[config.mk]
export PLATFORM = sky130hd
export DESIGN_NAME = glyph_texel_format_converter_flat
export DESIGN_NICKNAME = d
export VERILOG_FILES = /design/src/sv/gtfc_pkg.sv /design/src/sv/gtfc_texel_if.sv /design/src/sv/gtfc_pixel_if.sv /design/src/sv/gtfc_grad.sv /design/src/sv/glyph_texel_format_converter.sv /design/src/flat_wrapper.sv
export VERILOG_INCLUDE_DIRS = /design/src /design/src/sv
export SDC_FILE = /design/constraint.sdc
export NUM_CORES = 1
export LEC_CHECK = 0
export CAP_MARGIN = 20
export CORE_UTILIZATION = 30
export CTS_CLUSTER_SIZE = 8
export DETAILED_ROUTE_END_ITERATION = 10
export DONT_BUFFER_PORTS = 1
export PLACE_DENSITY = 0.5
export SLEW_MARGIN = 20
export SYNTH_ARGS = -nofsm -noshare
export SYNTH_HDL_FRONTEND = slang
export SYNTH_SLANG_ARGS = --single-unit
[constraint.sdc]
create_clock -name clk -period 4.9 [get_ports clk]
set_input_delay 0.245 -clock clk [delete_from_list [all_inputs] [get_ports clk]]
set_output_delay 0.245 -clock clk [all_outputs]
set_load 0.005 [all_outputs]
[src/sv/glyph_texel_format_converter_assert.svh]
// Assertion macros for the glyph texel converter top level.
// Expects signals clk and rst in the including module's scope.
`ifndef GLYPH_TEXEL_FORMAT_CONVERTER_ASSERT_SVH
`define GLYPH_TEXEL_FORMAT_CONVERTER_ASSERT_SVH

// Check a property on every clock edge outside reset.
`define GTFC_CHECK(label, prop, msg) \
  label: assert property (@(posedge clk) disable iff (rst) prop) else $error(msg);

// Check a property on every clock edge, reset included.
`define GTFC_CHECK_ALWAYS(label, prop, msg) \
  label: assert property (@(posedge clk) prop) else $error(msg);

`endif

[src/sv/gtfc_pkg.sv]
// Shared types and constants for the glyph texel format converter.
// No dependencies; used by the interfaces, the gradient unit and the top level.
package gtfc_pkg;

  localparam int PIX_W     = 16;
  localparam int CFG_IDX_W = 2;
  localparam int BRIGHT_W  = 7;
  localparam int LUM_W     = 12;  // 11*31 + 59*31 + 30*31 = 3100
  localparam int PROD_W    = 19;  // 3100 * 127 = 393700
  localparam int SCALED_W  = 12;  // (32000 * 255) >> 11 = 3984
  localparam int GREY_W    = 5;

  typedef enum logic [1:0] {
    MODE_MONO     = 2'd0,
    MODE_COL565   = 2'd1,
    MODE_PASS4444 = 2'd2,
    MODE_GRAD     = 2'd3
  } mode_t;

  typedef enum logic [CFG_IDX_W-1:0] {
    CFG_MODE       = 2'd0,
    CFG_BRIGHTNESS = 2'd1,
    CFG_MONO_COLOR = 2'd2
  } cfg_idx_t;

  localparam logic [PIX_W-1:0]    KEY_GREEN   = 16'h07E0;
  localparam logic [PIX_W-1:0]    MONO_RESET  = 16'hFFFF;
  localparam logic [BRIGHT_W-1:0] BRIGHT_RESET = 7'd10;
  localparam logic [PROD_W-1:0]   FULL_SCALE  = 19'd32000;

  // floor(y / 125) == (y * 4195) >> 19 for every y below 4096
  localparam int                  RECIP_SHIFT = 19;
  localparam logic [12:0]         RECIP_125   = 13'd4195;
  localparam int                  DIV_SHIFT   = 11;  // 256000 = 125 << 11

endpackage

[src/sv/gtfc_texel_if.sv]
// Input channel carrying one glyph texel per beat.
// Depends on gtfc_pkg for the field width.
interface gtfc_texel_if;
  logic                        valid;
  logic                        ready;
  logic [gtfc_pkg::PIX_W-1:0]  texel;

  modport source (output valid, output texel, input ready);
  modport sink   (input valid, input texel, output ready);
endinterface

[src/sv/gtfc_pixel_if.sv]
// Output channel carrying one converted surface pixel per beat.
// Depends on gtfc_pkg for the field width.
interface gtfc_pixel_if;
  logic                        valid;
  logic                        ready;
  logic [gtfc_pkg::PIX_W-1:0]  pixel;

  modport source (output valid, output pixel, input ready);
  modport sink   (input valid, input pixel, output ready);
endinterface

[src/sv/gtfc_grad.sv]
// Pipelined grey level datapath: luminance, brightness scale, divide by full scale.
// Depends on gtfc_pkg; stage enables come from the top level's pipeline control.
module gtfc_grad (
  input  logic                            clk,
  input  logic [2:0]                      adv,
  input  logic [gtfc_pkg::PIX_W-1:0]      texel,
  input  logic [gtfc_pkg::BRIGHT_W-1:0]   brightness_tenths,
  output logic [gtfc_pkg::GREY_W-1:0]     grey
);

  logic [gtfc_pkg::LUM_W-1:0]     lum;
  logic [gtfc_pkg::LUM_W-1:0]     lum_next;
  logic [gtfc_pkg::PROD_W-1:0]    prod;
  logic [22:0]                    prod_x255;
  logic [gtfc_pkg::SCALED_W-1:0]  scaled;
  logic                           sat;
  logic [24:0]                    quot_full;

  assign lum_next = gtfc_pkg::LUM_W'(texel[4:0])   * gtfc_pkg::LUM_W'(11)
                  + gtfc_pkg::LUM_W'(texel[10:6])  * gtfc_pkg::LUM_W'(59)
                  + gtfc_pkg::LUM_W'(texel[15:11]) * gtfc_pkg::LUM_W'(30);

  assign prod_x255 = 23'(prod) * 23'd255;

  // Stage 1: luminance. Stage 2: scale. Stage 3: drop the power-of-two part
  // of the divisor and flag saturation.
  always_ff @(posedge clk) begin
    if (adv[0]) begin
      lum <= lum_next;
    end
    if (adv[1]) begin
      prod <= gtfc_pkg::PROD_W'(lum) * gtfc_pkg::PROD_W'(brightness_tenths);
    end
    if (adv[2]) begin
      sat    <= (prod > gtfc_pkg::FULL_SCALE);
      scaled <= prod_x255[gtfc_pkg::DIV_SHIFT +: gtfc_pkg::SCALED_W];
    end
  end

  // Divide by the odd part through the reciprocal; exact over the whole range
  assign quot_full = 25'(scaled) * 25'(gtfc_pkg::RECIP_125);
  assign grey      = sat ? {gtfc_pkg::GREY_W{1'b1}}
                         : quot_full[gtfc_pkg::RECIP_SHIFT +: gtfc_pkg::GREY_W];

endmodule

[src/sv/glyph_texel_format_converter.sv]
// Glyph texel format converter, top level: config registers, pipeline control, output mux.
// Depends on gtfc_pkg, gtfc_texel_if, gtfc_pixel_if, gtfc_grad and the assertion header.
//
// Usage:
//   texel_ch (sink) takes one glyph texel per beat; pixel_ch (source) gives one
//   16-bit surface pixel per beat, in the same order, one pixel for each texel.
//   The cfg port writes mode, brightness_tenths and mono_color by index
//   (0, 1, 2) on any edge with cfg_we high; index 3 is ignored. Write config
//   only while no beat is in flight.
//   Path: the edge that accepts a texel loads stage 1; the beat then moves
//   through stages 2 and 3 into the output register, which raises pixel valid.
//   Throughput: one beat per cycle; four register stages (luminance, brightness
//   multiply, full-scale scaling, output mux) all advance together when nothing
//   blocks.
//   Stall: each stage holds while its successor is full and blocked, so an
//   empty stage still takes a beat; with the receiver stalled the block keeps
//   accepting until all four stages are full, then drops texel_ch.ready.
//   Nothing is lost or repeated.
//   Reset (rst, synchronous): empties the pipeline and loads mode = 565 to
//   1555, brightness_tenths = 10, mono_color = 0xFFFF.
module glyph_texel_format_converter (
  input  logic                              clk,
  input  logic                              rst,
  gtfc_texel_if.sink                        texel_ch,
  gtfc_pixel_if.source                      pixel_ch,
  input  logic                              cfg_we,
  input  logic [gtfc_pkg::CFG_IDX_W-1:0]    cfg_index,
  input  logic [gtfc_pkg::PIX_W-1:0]        cfg_data
);

`include "glyph_texel_format_converter_assert.svh"

  // Configuration registers
  gtfc_pkg::mode_t                  mode;
  logic [gtfc_pkg::BRIGHT_W-1:0]    brightness_tenths;
  logic [gtfc_pkg::PIX_W-1:0]       mono_color;

  // Pipeline control: one valid per stage, stage 4 is the output register
  logic [4:1]                       stage_valid;
  logic [4:1]                       adv;

  // Texel travels alongside the gradient datapath
  logic [gtfc_pkg::PIX_W-1:0]       texel1;
  logic [gtfc_pkg::PIX_W-1:0]       texel2;
  logic [gtfc_pkg::PIX_W-1:0]       texel3;
  logic [gtfc_pkg::PIX_W-1:0]       pixel;
  logic [gtfc_pkg::PIX_W-1:0]       pixel_next;
  logic [gtfc_pkg::GREY_W-1:0]      grey;
  logic                             keyed;

  // Write config registers; ignore unused indexes
  always_ff @(posedge clk) begin
    if (rst) begin
      mode              <= gtfc_pkg::MODE_COL565;
      brightness_tenths <= gtfc_pkg::BRIGHT_RESET;
      mono_color        <= gtfc_pkg::MONO_RESET;
    end else if (cfg_we) begin
      unique case (gtfc_pkg::cfg_idx_t'(cfg_index))
        gtfc_pkg::CFG_MODE:       mode <= gtfc_pkg::mode_t'(cfg_data[1:0]);
        gtfc_pkg::CFG_BRIGHTNESS: brightness_tenths <= cfg_data[gtfc_pkg::BRIGHT_W-1:0];
        gtfc_pkg::CFG_MONO_COLOR: mono_color <= cfg_data;
        default: begin
        end
      endcase
    end
  end

  // Advance a stage when it is empty or its successor advances; stage 4
  // advances when empty or when the receiver takes the beat.
  assign adv[4] = !stage_valid[4] || pixel_ch.ready;
  assign adv[3] = !stage_valid[3] || adv[4];
  assign adv[2] = !stage_valid[2] || adv[3];
  assign adv[1] = !stage_valid[1] || adv[2];

  assign texel_ch.ready = adv[1];

  always_ff @(posedge clk) begin
    if (rst) begin
      stage_valid <= '0;
    end else begin
      if (adv[1]) stage_valid[1] <= texel_ch.valid;
      if (adv[2]) stage_valid[2] <= stage_valid[1];
      if (adv[3]) stage_valid[3] <= stage_valid[2];
      if (adv[4]) stage_valid[4] <= stage_valid[3];
    end
  end

  // Carry the texel; hold payload while the stage is stalled
  always_ff @(posedge clk) begin
    if (adv[1]) texel1 <= texel_ch.texel;
    if (adv[2]) texel2 <= texel1;
    if (adv[3]) texel3 <= texel2;
    if (adv[4]) pixel  <= pixel_next;
  end

  gtfc_grad u_grad (
    .clk               (clk),
    .adv               (adv[3:1]),
    .texel             (texel_ch.texel),
    .brightness_tenths (brightness_tenths),
    .grey              (grey)
  );

  // Pure green is the color key for both 565 and gradient modes
  assign keyed = (texel3 == gtfc_pkg::KEY_GREEN);

  always_comb begin
    unique case (mode)
      gtfc_pkg::MODE_MONO:
        pixel_next = texel3[0] ? mono_color : '0;
      gtfc_pkg::MODE_COL565:
        // drop the low green bit, set alpha
        pixel_next = keyed ? '0 : {1'b1, texel3[15:11], texel3[10:6], texel3[4:0]};
      gtfc_pkg::MODE_PASS4444:
        pixel_next = texel3;
      gtfc_pkg::MODE_GRAD:
        pixel_next = keyed ? '0 : {1'b1, grey, grey, grey};
      default:
        pixel_next = texel3;
    endcase
  end

  assign pixel_ch.valid = stage_valid[4];
  assign pixel_ch.pixel = pixel;

  // An empty output stage means every stage can advance
  `GTFC_CHECK(a_empty_out_ready, (!stage_valid[4] |-> texel_ch.ready), "ready low with empty output stage")
  // An accepted beat always lands in stage 1
  `GTFC_CHECK(a_accept_lands, (texel_ch.valid && texel_ch.ready |=> stage_valid[1]), "accepted beat lost at stage 1")
  // Keyed texel in a keying mode gives a cleared pixel
  `GTFC_CHECK(a_key_clears, (adv[4] && stage_valid[3] && keyed && (mode == gtfc_pkg::MODE_COL565 || mode == gtfc_pkg::MODE_GRAD) |=> pixel == '0), "color key not cleared")
  // Non-keyed gradient pixels carry the alpha bit
  `GTFC_CHECK(a_grad_alpha, (adv[4] && stage_valid[3] && !keyed && mode == gtfc_pkg::MODE_GRAD |=> pixel[15]), "gradient pixel missing alpha")

endmodule

[src/flat_wrapper.sv]
// flat-port wrapper written by rule: the top's interface ports become plain ports
module glyph_texel_format_converter_flat 
  (clk, rst, cfg_we, cfg_index, cfg_data, texel_ch_valid, texel_ch_texel, texel_ch_ready, pixel_ch_valid, pixel_ch_pixel, pixel_ch_ready);
  gtfc_texel_if texel_ch_i ();
  gtfc_pixel_if pixel_ch_i ();
  input  logic clk;
  input  logic rst;
  input  logic cfg_we;
  input  logic [gtfc_pkg::CFG_IDX_W-1:0] cfg_index;
  input  logic [gtfc_pkg::PIX_W-1:0] cfg_data;
  input wire logic [$bits(texel_ch_i.valid)-1:0] texel_ch_valid;
  input wire logic [$bits(texel_ch_i.texel)-1:0] texel_ch_texel;
  output wire logic [$bits(texel_ch_i.ready)-1:0] texel_ch_ready;
  output wire logic [$bits(pixel_ch_i.valid)-1:0] pixel_ch_valid;
  output wire logic [$bits(pixel_ch_i.pixel)-1:0] pixel_ch_pixel;
  input wire logic [$bits(pixel_ch_i.ready)-1:0] pixel_ch_ready;
  assign texel_ch_i.valid = texel_ch_valid;
  assign texel_ch_i.texel = texel_ch_texel;
  assign texel_ch_ready = texel_ch_i.ready;
  assign pixel_ch_valid = pixel_ch_i.valid;
  assign pixel_ch_pixel = pixel_ch_i.pixel;
  assign pixel_ch_i.ready = pixel_ch_ready;
  glyph_texel_format_converter u_core (.clk(clk), .rst(rst), .texel_ch(texel_ch_i), .pixel_ch(pixel_ch_i), .cfg_we(cfg_we), .cfg_index(cfg_index), .cfg_data(cfg_data));
endmodule
==> metrics.txt, run 1 <==
outcome=finished, final reports clean; maximum fanout along the worst path=7; pin count of the biggest net entering global routing=36; vias in the first global route=9554; Critical Path RT=5070 ps; cells on worst reg2reg path=15; Global Route Usage Sum=13.07%; Mapped Avg Cell Area=10.76 um^2; Ports=57; reg2reg start=u_core.u_grad.lum[7]$_DFFE_PP_; Worst path top cell family by delay=adder cells; count leader, synth=inv_1; Die H=218.5 um; worst-path cell chain=and2_1 -> fa_1 -> inv_1 -> fa_1 -> fa_1 -> inv_1 -> fa_1 -> ha_1 -> and3_4 -> and3_1 -> a211oi_2 -> a21oi_2 -> a311o_1 -> a21oi_2 -> xnor2_1; cts bufs inserted=17; routed vias=8833; first-pass GRT wire length=49.22 mm; Async SR Flop Fraction=0%; layout cells sized above 1=5.977%; HP Class=primary input to flop; clock latency on the worst-skew pair=430 ps; max-cap check violation count=0; worst path buffer plus inverter count=2; Area Growth Syn to Fin=12.49%; worst flop-to-flop path endpoint=u_core.u_grad.prod[18]$_DFFE_PP_; CP peak stage delay=540 ps; CTS tree=done; # diodes=0; die width=218.5 um; # clock sinks=137; ranking of synthesized cells by area=fa_1, edfxtp_1, ha_1; clock root cell=clkbuf_16; Seq/Total Area, Yosys=27.19%; area of the multi-input gates=9123 um^2; Iter 0 DRT Violations=369; die area=47740 um^2; DR WL/cell=14.96 um; worst slew pin tran=741.2 ps; Crit. Startpoint=u_core.u_grad.lum[7]$_DFFE_PP_; Detail Route Antenna Nets=0; Overflow after GRT=0; Top FF cell, synth=edfxtp_1; Hold Crit Depth=3; vias per cell=4.479; critical path launch point type=flop; RSZ-0062 raised after global routing=no; count of different cell masters after synthesis=63; max-slew violations=0; Non-Filler Instances=1972; fin util=34.56%; FF-to-FF setup slack=190 ps; synthesized area=14060 um^2; WHS Endpoint=u_core.brightness_tenths[3]$_SDFFE_PP1P_; yosys warns=0; Final HPWL DP=24.60 mm; top cells by count, synth=inv_1, ha_1, fa_1, nand2_1, edfxtp_1; most numerous cell on the critical path=fa_1; Arr. time, crit path=4880 ps; CP max-delay cell=fa_1; crit end category=flop; Core ar.=45770 um^2; Post-Route WL=29.51 mm; hold wc startpoint=cfg_data[3]; Synth top area share=26.34%; initial antenna violation count=0; layout net count=1776; FF+latch count, synth=137; Mapped Cells=1307; Hold Violations, Final=0; DRC Markers=0; PortBufs=0; Initial Util=30.72%; post-synth top area cell=fa_1; Placed Cells=1901; period utilization=96.21%; Syn Nets=1724; post-route setup TNS=0 ps; DR pass1 iterations=5; maximum root-to-sink buffer count=2; EDFF count, synth=108; GP Congestion=0.8356; Clock transition at path regs=70 ps; Tmin final=4714 ps; Setup Skew=17.74 ps; row count=78; register area=3830 um^2; Max Freq=0.2121 GHz; CTS H-Tree Depth=4; kind of critical path=flop to flop; max_slew headroom=50.53%; final-report setup violation count=0; fillers=4568
## kinds of logic (layout without fill, tap and decap cells)
logic type,Yosys count,after routing,share of synthesized area [%]
muxes,10,10,0.7119
adders and majority gates,378,378,43.51
xor gates and xnor gates,46,46,2.865
buffers and inverters,290,355,8.035
DFF,137,137,27.19
AOI/OAI and AO/OA,164,164,7.920
and+or+nand+nor,282,282,9.762
## placed cells by master, fill, tap and decap left out, types with 17 or more instances in the layout
cell type,n
clkbuf_16,17
xnor2_1,34
and2_1,36
a21oi_1,52
nand3b_1,21
buf_4,27
ha_1,193
inv_1,262
nor2_1,61
dfxtp_1,24
edfxtp_1,108
nand2_1,115
dlygate4sd3_1,33
fa_1,185
## registers in the layout, summed over array words and instances, names as in the netlist
signal                    flops
u_core.brightness_tenths      7
u_core.mode                   2
u_core.mono_color            16
u_core.pixel_ch.pixel        16
u_core.stage_valid            4
u_core.texel1                16
u_core.texel2                16
u_core.texel3                16
u_core.u_grad.lum            12
u_core.u_grad.prod           19
u_core.u_grad.sat             1
u_core.u_grad.scaled         12
## metrics by stage
| step | hold slack (ps) | worst slack [ps] | instance area, um^2 |
|---|---|---|---|
| 6_report | 39.26 | 185.6 | 15820 |
| 3_5_place_dp | 332.7 | 91.58 | 14830 |
| 5_1_grt | 42.92 | 24.63 | 15820 |
| 4_1_cts | 21.15 | 76.31 | 15760 |
| 3_3_place_gp | 330.0 | 170.0 | 14830 |
| 2_1_floorplan | 343.9 | 218.2 | 14060 |
## how the worst max path moves through the flow
stage                                       end  depth (start not counted)
2_1_floorplan  u_core.u_grad.prod[18]$_DFFE_PP_                         15
3_3_place_gp   u_core.u_grad.prod[18]$_DFFE_PP_                         14
3_5_place_dp   u_core.u_grad.prod[18]$_DFFE_PP_                         14
4_1_cts        u_core.u_grad.prod[18]$_DFFE_PP_                         14
5_1_grt        u_core.u_grad.prod[18]$_DFFE_PP_                         15
6_report       u_core.u_grad.prod[18]$_DFFE_PP_                         15
## cell type report
class / instances / area share [%]
inverters: 262 / 6.217
clock inverters: 15 / 1.060
clock buffers: 17 / 2.689
multi-input cells: 880 / 57.67
flip-flops and latches: 137 / 24.21
repair buffers: 61 / 3.401
well taps: 600 / 4.746
## metal layers
| layer | wire length [um] | vias up | track usage [%] |
|---|---|---|---|
| met1 | 13930 | 4342 | 17.21 |
| met4 | 377 | 0 | 3.054 |
| met5 | 0 | - | 0 |
| li1 | - | 4361 | - |
| met3 | 1121 | 23 | 2.770 |
| met2 | 14080 | 107 | 21.80 |
## timing repair
item                                    CTS  global route
hold buffers                             34             0
setup buffers                             0             5
resized for setup                         0             9
endpoints found under the hold margin    45             0
endpoints found under the setup margin    0             8
## worst reg2reg max path, delay by kind of cell (launching register included)
family          cells  cell delay, ps
compound gates      4             860
fa+ha+maj           5            2350
flops               1             470
buf+inv             2             100
xor+xnor            1              80
simple gates        3             580
Power of run 1 is left out: the tool's default activity adds up to more than one toggle a clock period on the data nets, which glitch-free logic cannot reach.
==> run 2, diff against run 1 <==
--- a/config.mk
+++ b/config.mk
@@ -15,4 +15,5 @@
 export SLEW_MARGIN = 20
 export SYNTH_ARGS = -nofsm -noshare
 export SYNTH_HDL_FRONTEND = slang
+export SYNTH_HIERARCHICAL = 1
 export SYNTH_SLANG_ARGS = --single-unit
==> metrics.txt, run 2 <==
maximum fanout along the worst path=3 (-4); Overflow after GRT=0 (unchanged); vias per cell=4.447 (-0.72%); Die H=220.6 um (+0.94%); CTS H-Tree Depth=4 (unchanged); Critical Path RT=5060 ps (about the same); layout net count=1877 (+5.7%); Top FF cell, synth=edfxtp_1; cells on worst reg2reg path=13 (-2); Post-Layout Inst Area=16560 um^2 (+4.7%); max_slew headroom=37.12% (-13 points); grt met3 use=2.543% (-0.23 points); busiest layer in global routing=met2; Area Growth Syn to Fin=15.53%; yosys warns=6 (+6); max-slew violations=0 (unchanged); Setup Skew=13.25 ps (-4.488 ps); first-pass GRT wire length=49.09 mm (-0.25%); DRC Markers=0 (unchanged); DR WL/cell=14.28 um (-4.5%); Top reg by flops=u_core/u_grad/prod; worst flop-to-flop path endpoint=u_core/u_grad/scaled[11]$_DFFE_PP_; pin count of the biggest net entering global routing=30 (-17%); clock root cell=clkbuf_16; hold wc startpoint=texel_ch_texel[11]; FF+latch count, synth=137 (unchanged); Mapped Avg Cell Area=10.51 um^2 (-2.3%); Clock transition at path regs=60 ps (about the same); EDFF count, synth=108 (unchanged); worst slew pin tran=940.1 ps (+198.9 ps); Async SR Flop Fraction=0% (unchanged); Arr. time, crit path=4940 ps (+60 ps); layout cells sized above 1=9.511% (+3.5 points); Post-Route WL=29.70 mm (+0.65%); Mapped Cells=1363 (+4.3%); synthesized area=14330 um^2 (+1.9%); final-report setup violation count=0 (unchanged); PortBufs=0 (unchanged); period utilization=97.48% (+1.3 points); DR pass1 iterations=5 (unchanged); # clock sinks=137 (unchanged); Initial Util=30.59% (-0.13 points); maximum root-to-sink buffer count=2 (unchanged); count leader, synth=inv_1; max FFs per register=19 (unchanged); Syn Nets=1781 (+3.3%); Detail Route Antenna Nets=0 (unchanged); Ports=57 (unchanged); HP Class=primary input to flop; die area=48640 um^2 (+1.9%); row count=79 (+1.3%); die width=220.6 um (+0.94%); Iter 0 DRT Violations=309 (-16%); Setup crit end=u_core/u_grad/scaled[11]$_DFFE_PP_; critical path launch point type=flop; met1 Usage GRT=16.99% (-0.23 points); Synth top area share=25.84% (-0.49 points); crit end category=flop; placed cell area=15370 um^2 (+3.6%); top cells by count, synth=inv_1, ha_1, fa_1, edfxtp_1, nand2_1; kind of critical path=flop to flop; cts bufs inserted=17 (unchanged); Seq/Total Area, Yosys=26.68% (-0.51 points); Tmin final=4777 ps (+62.18 ps); routed vias=9245 (+4.7%); Max Freq=0.2094 GHz (-1.3%); # diodes=0 (unchanged); initial antenna violation count=3 (+3); Core ar.=46850 um^2 (+2.4%); GP Congestion=0.7968 (-4.6%); post-synth top area cell=fa_1; CTS tree=done; FF-to-FF setup slack=120 ps (-60 ps); met2 Track Usage GR=21.88% (+0.077 points); outcome=finished, final reports clean; Global Route Usage Sum=12.85% (-0.22 points); most used cells in the layout excluding fill and tap cells=inv_1, ha_1, fa_1, edfxtp_1, nand2_1; fillers=4763 (+4.3%); clock latency on the worst-skew pair=430 ps (about the same); Final HPWL DP=24.86 mm (+1.1%); Hold Violations, Final=0 (unchanged); count of different cell masters after synthesis=56 (-11%); leading cell type in the layout, fill and taps excluded=inv_1; ranking of synthesized cells by area=fa_1, edfxtp_1, ha_1; Crit. Startpoint=u_core/u_grad/prod[2]$_DFFE_PP_; reg2reg start=u_core/u_grad/prod[2]$_DFFE_PP_; max-cap check violation count=0 (unchanged); RSZ-0062 raised after global routing=yes; vias in the first global route=9717 (+1.7%)
-- run 2: cell count changes in the layout (fill, tap and decap cells not counted), moves of 7 or more --
| cell | previous run | this run |
|---|---|---|
| nand2_1 | 115 | 83 |
| a211o_1 | 12 | 3 |
| a221o_1 | 7 | 0 |
| nor2_1 | 61 | 31 |
| inv_2 | 0 | 11 |
| o22ai_1 | 2 | 9 |
| and3b_1 | 2 | 14 |
| inv_1 | 262 | 342 |
| and2_1 | 36 | 58 |
| buf_4 | 27 | 64 |
-- run 2: per-stage QoR --
| stage | cells | hold WS (ps) | setup WS [ps] | util (%) | setup TNS [ps] |
|---|---|---|---|---|---|
| 2_1_floorplan | 1363 | 343.9 | 76.50 | - | 0 |
| 3_3_place_gp | 1996 | 321.4 | -41.23 | 32.81 | -41.23 |
| 3_5_place_dp | 1996 | 324.3 | -74.08 | 32.81 | -74.08 |
| 4_1_cts | 2065 | 30.14 | 6.137 | 34.78 | 0 |
| 5_1_grt | 2079 | 55.67 | -54.24 | 35.34 | -101.1 |
| 6_report | 2079 | 52.88 | 123.4 | 35.34 | 0 |
-- run 2: critical path: stages (launching register included) --
cell,delay [ps]
edfxtp_1,460
buf_4,190
fa_2,560
fa_1,420
fa_1,510
fa_1,490
ha_1,300
nand4b_1,120
o21ai_2,150
o211ai_1,160
or4_4,530
a21o_1,200
and3_1,150
a311o_1,270
-- run 2: final cells by class --
class,count,area (um^2),share of cell area (%)
Sequential cell,137,3824,23.10
Clock inverter,15,131.4,0.7935
Tap cell,607,759.5,4.587
Timing Repair Buffer,100,843.3,5.094
Clock buffer,17,425.4,2.570
Inverter,353,1325,8.003
Multi-Input combinational cell,850,9248,55.86
-- run 2: how the worst min path moves through the flow --
| stage | cells past startpoint | slack (ps) | end |
|---|---|---|---|
| finish | 1 | 50 | u_core/u_grad/lum[1]$_DFFE_PP_ |
| global placement | 1 | 320 | u_core/stage_valid[3]$_SDFFE_PP0P_ |
| global route | 1 | 60 | u_core/u_grad/lum[1]$_DFFE_PP_ |
| detailed placement | 1 | 320 | u_core/stage_valid[3]$_SDFFE_PP0P_ |
| CTS | 1 | 30 | u_core/u_grad/lum[1]$_DFFE_PP_ |
| floorplan | 0 | 340 | u_core/texel1[0]$_DFFE_PP_ |
-- run 2: kinds of logic after synthesis --
| logic type | after synthesis | share of synthesized area, % |
|---|---|---|
| flip-flops | 137 | 26.68 |
| AND/OR/NAND/NOR | 266 | 10.16 |
| XOR/XNOR | 44 | 2.689 |
| buffers and inverters | 376 | 9.849 |
| AO/OA/AOI/OAI | 146 | 6.784 |
| multiplexers | 15 | 1.048 |
| adder cells (fa/ha/maj) | 379 | 42.78 |
-- run 2: timing repair --
item,4_1_cts,5_1_grt
setup buffers,3,15
endpoints found under the setup margin,1,17
pin swaps,17,25
hold buffers,34,0
gates resized for setup,9,36
endpoints found under the hold margin,45,0
-- run 2: metal layers --
layer,wire [um],share of wire [%]
met5,30,0.10
met4,258,0.87
met3,1053,3.5
met2,14650,49
met1,13700,46
Power of run 2 is left out for the same reason.
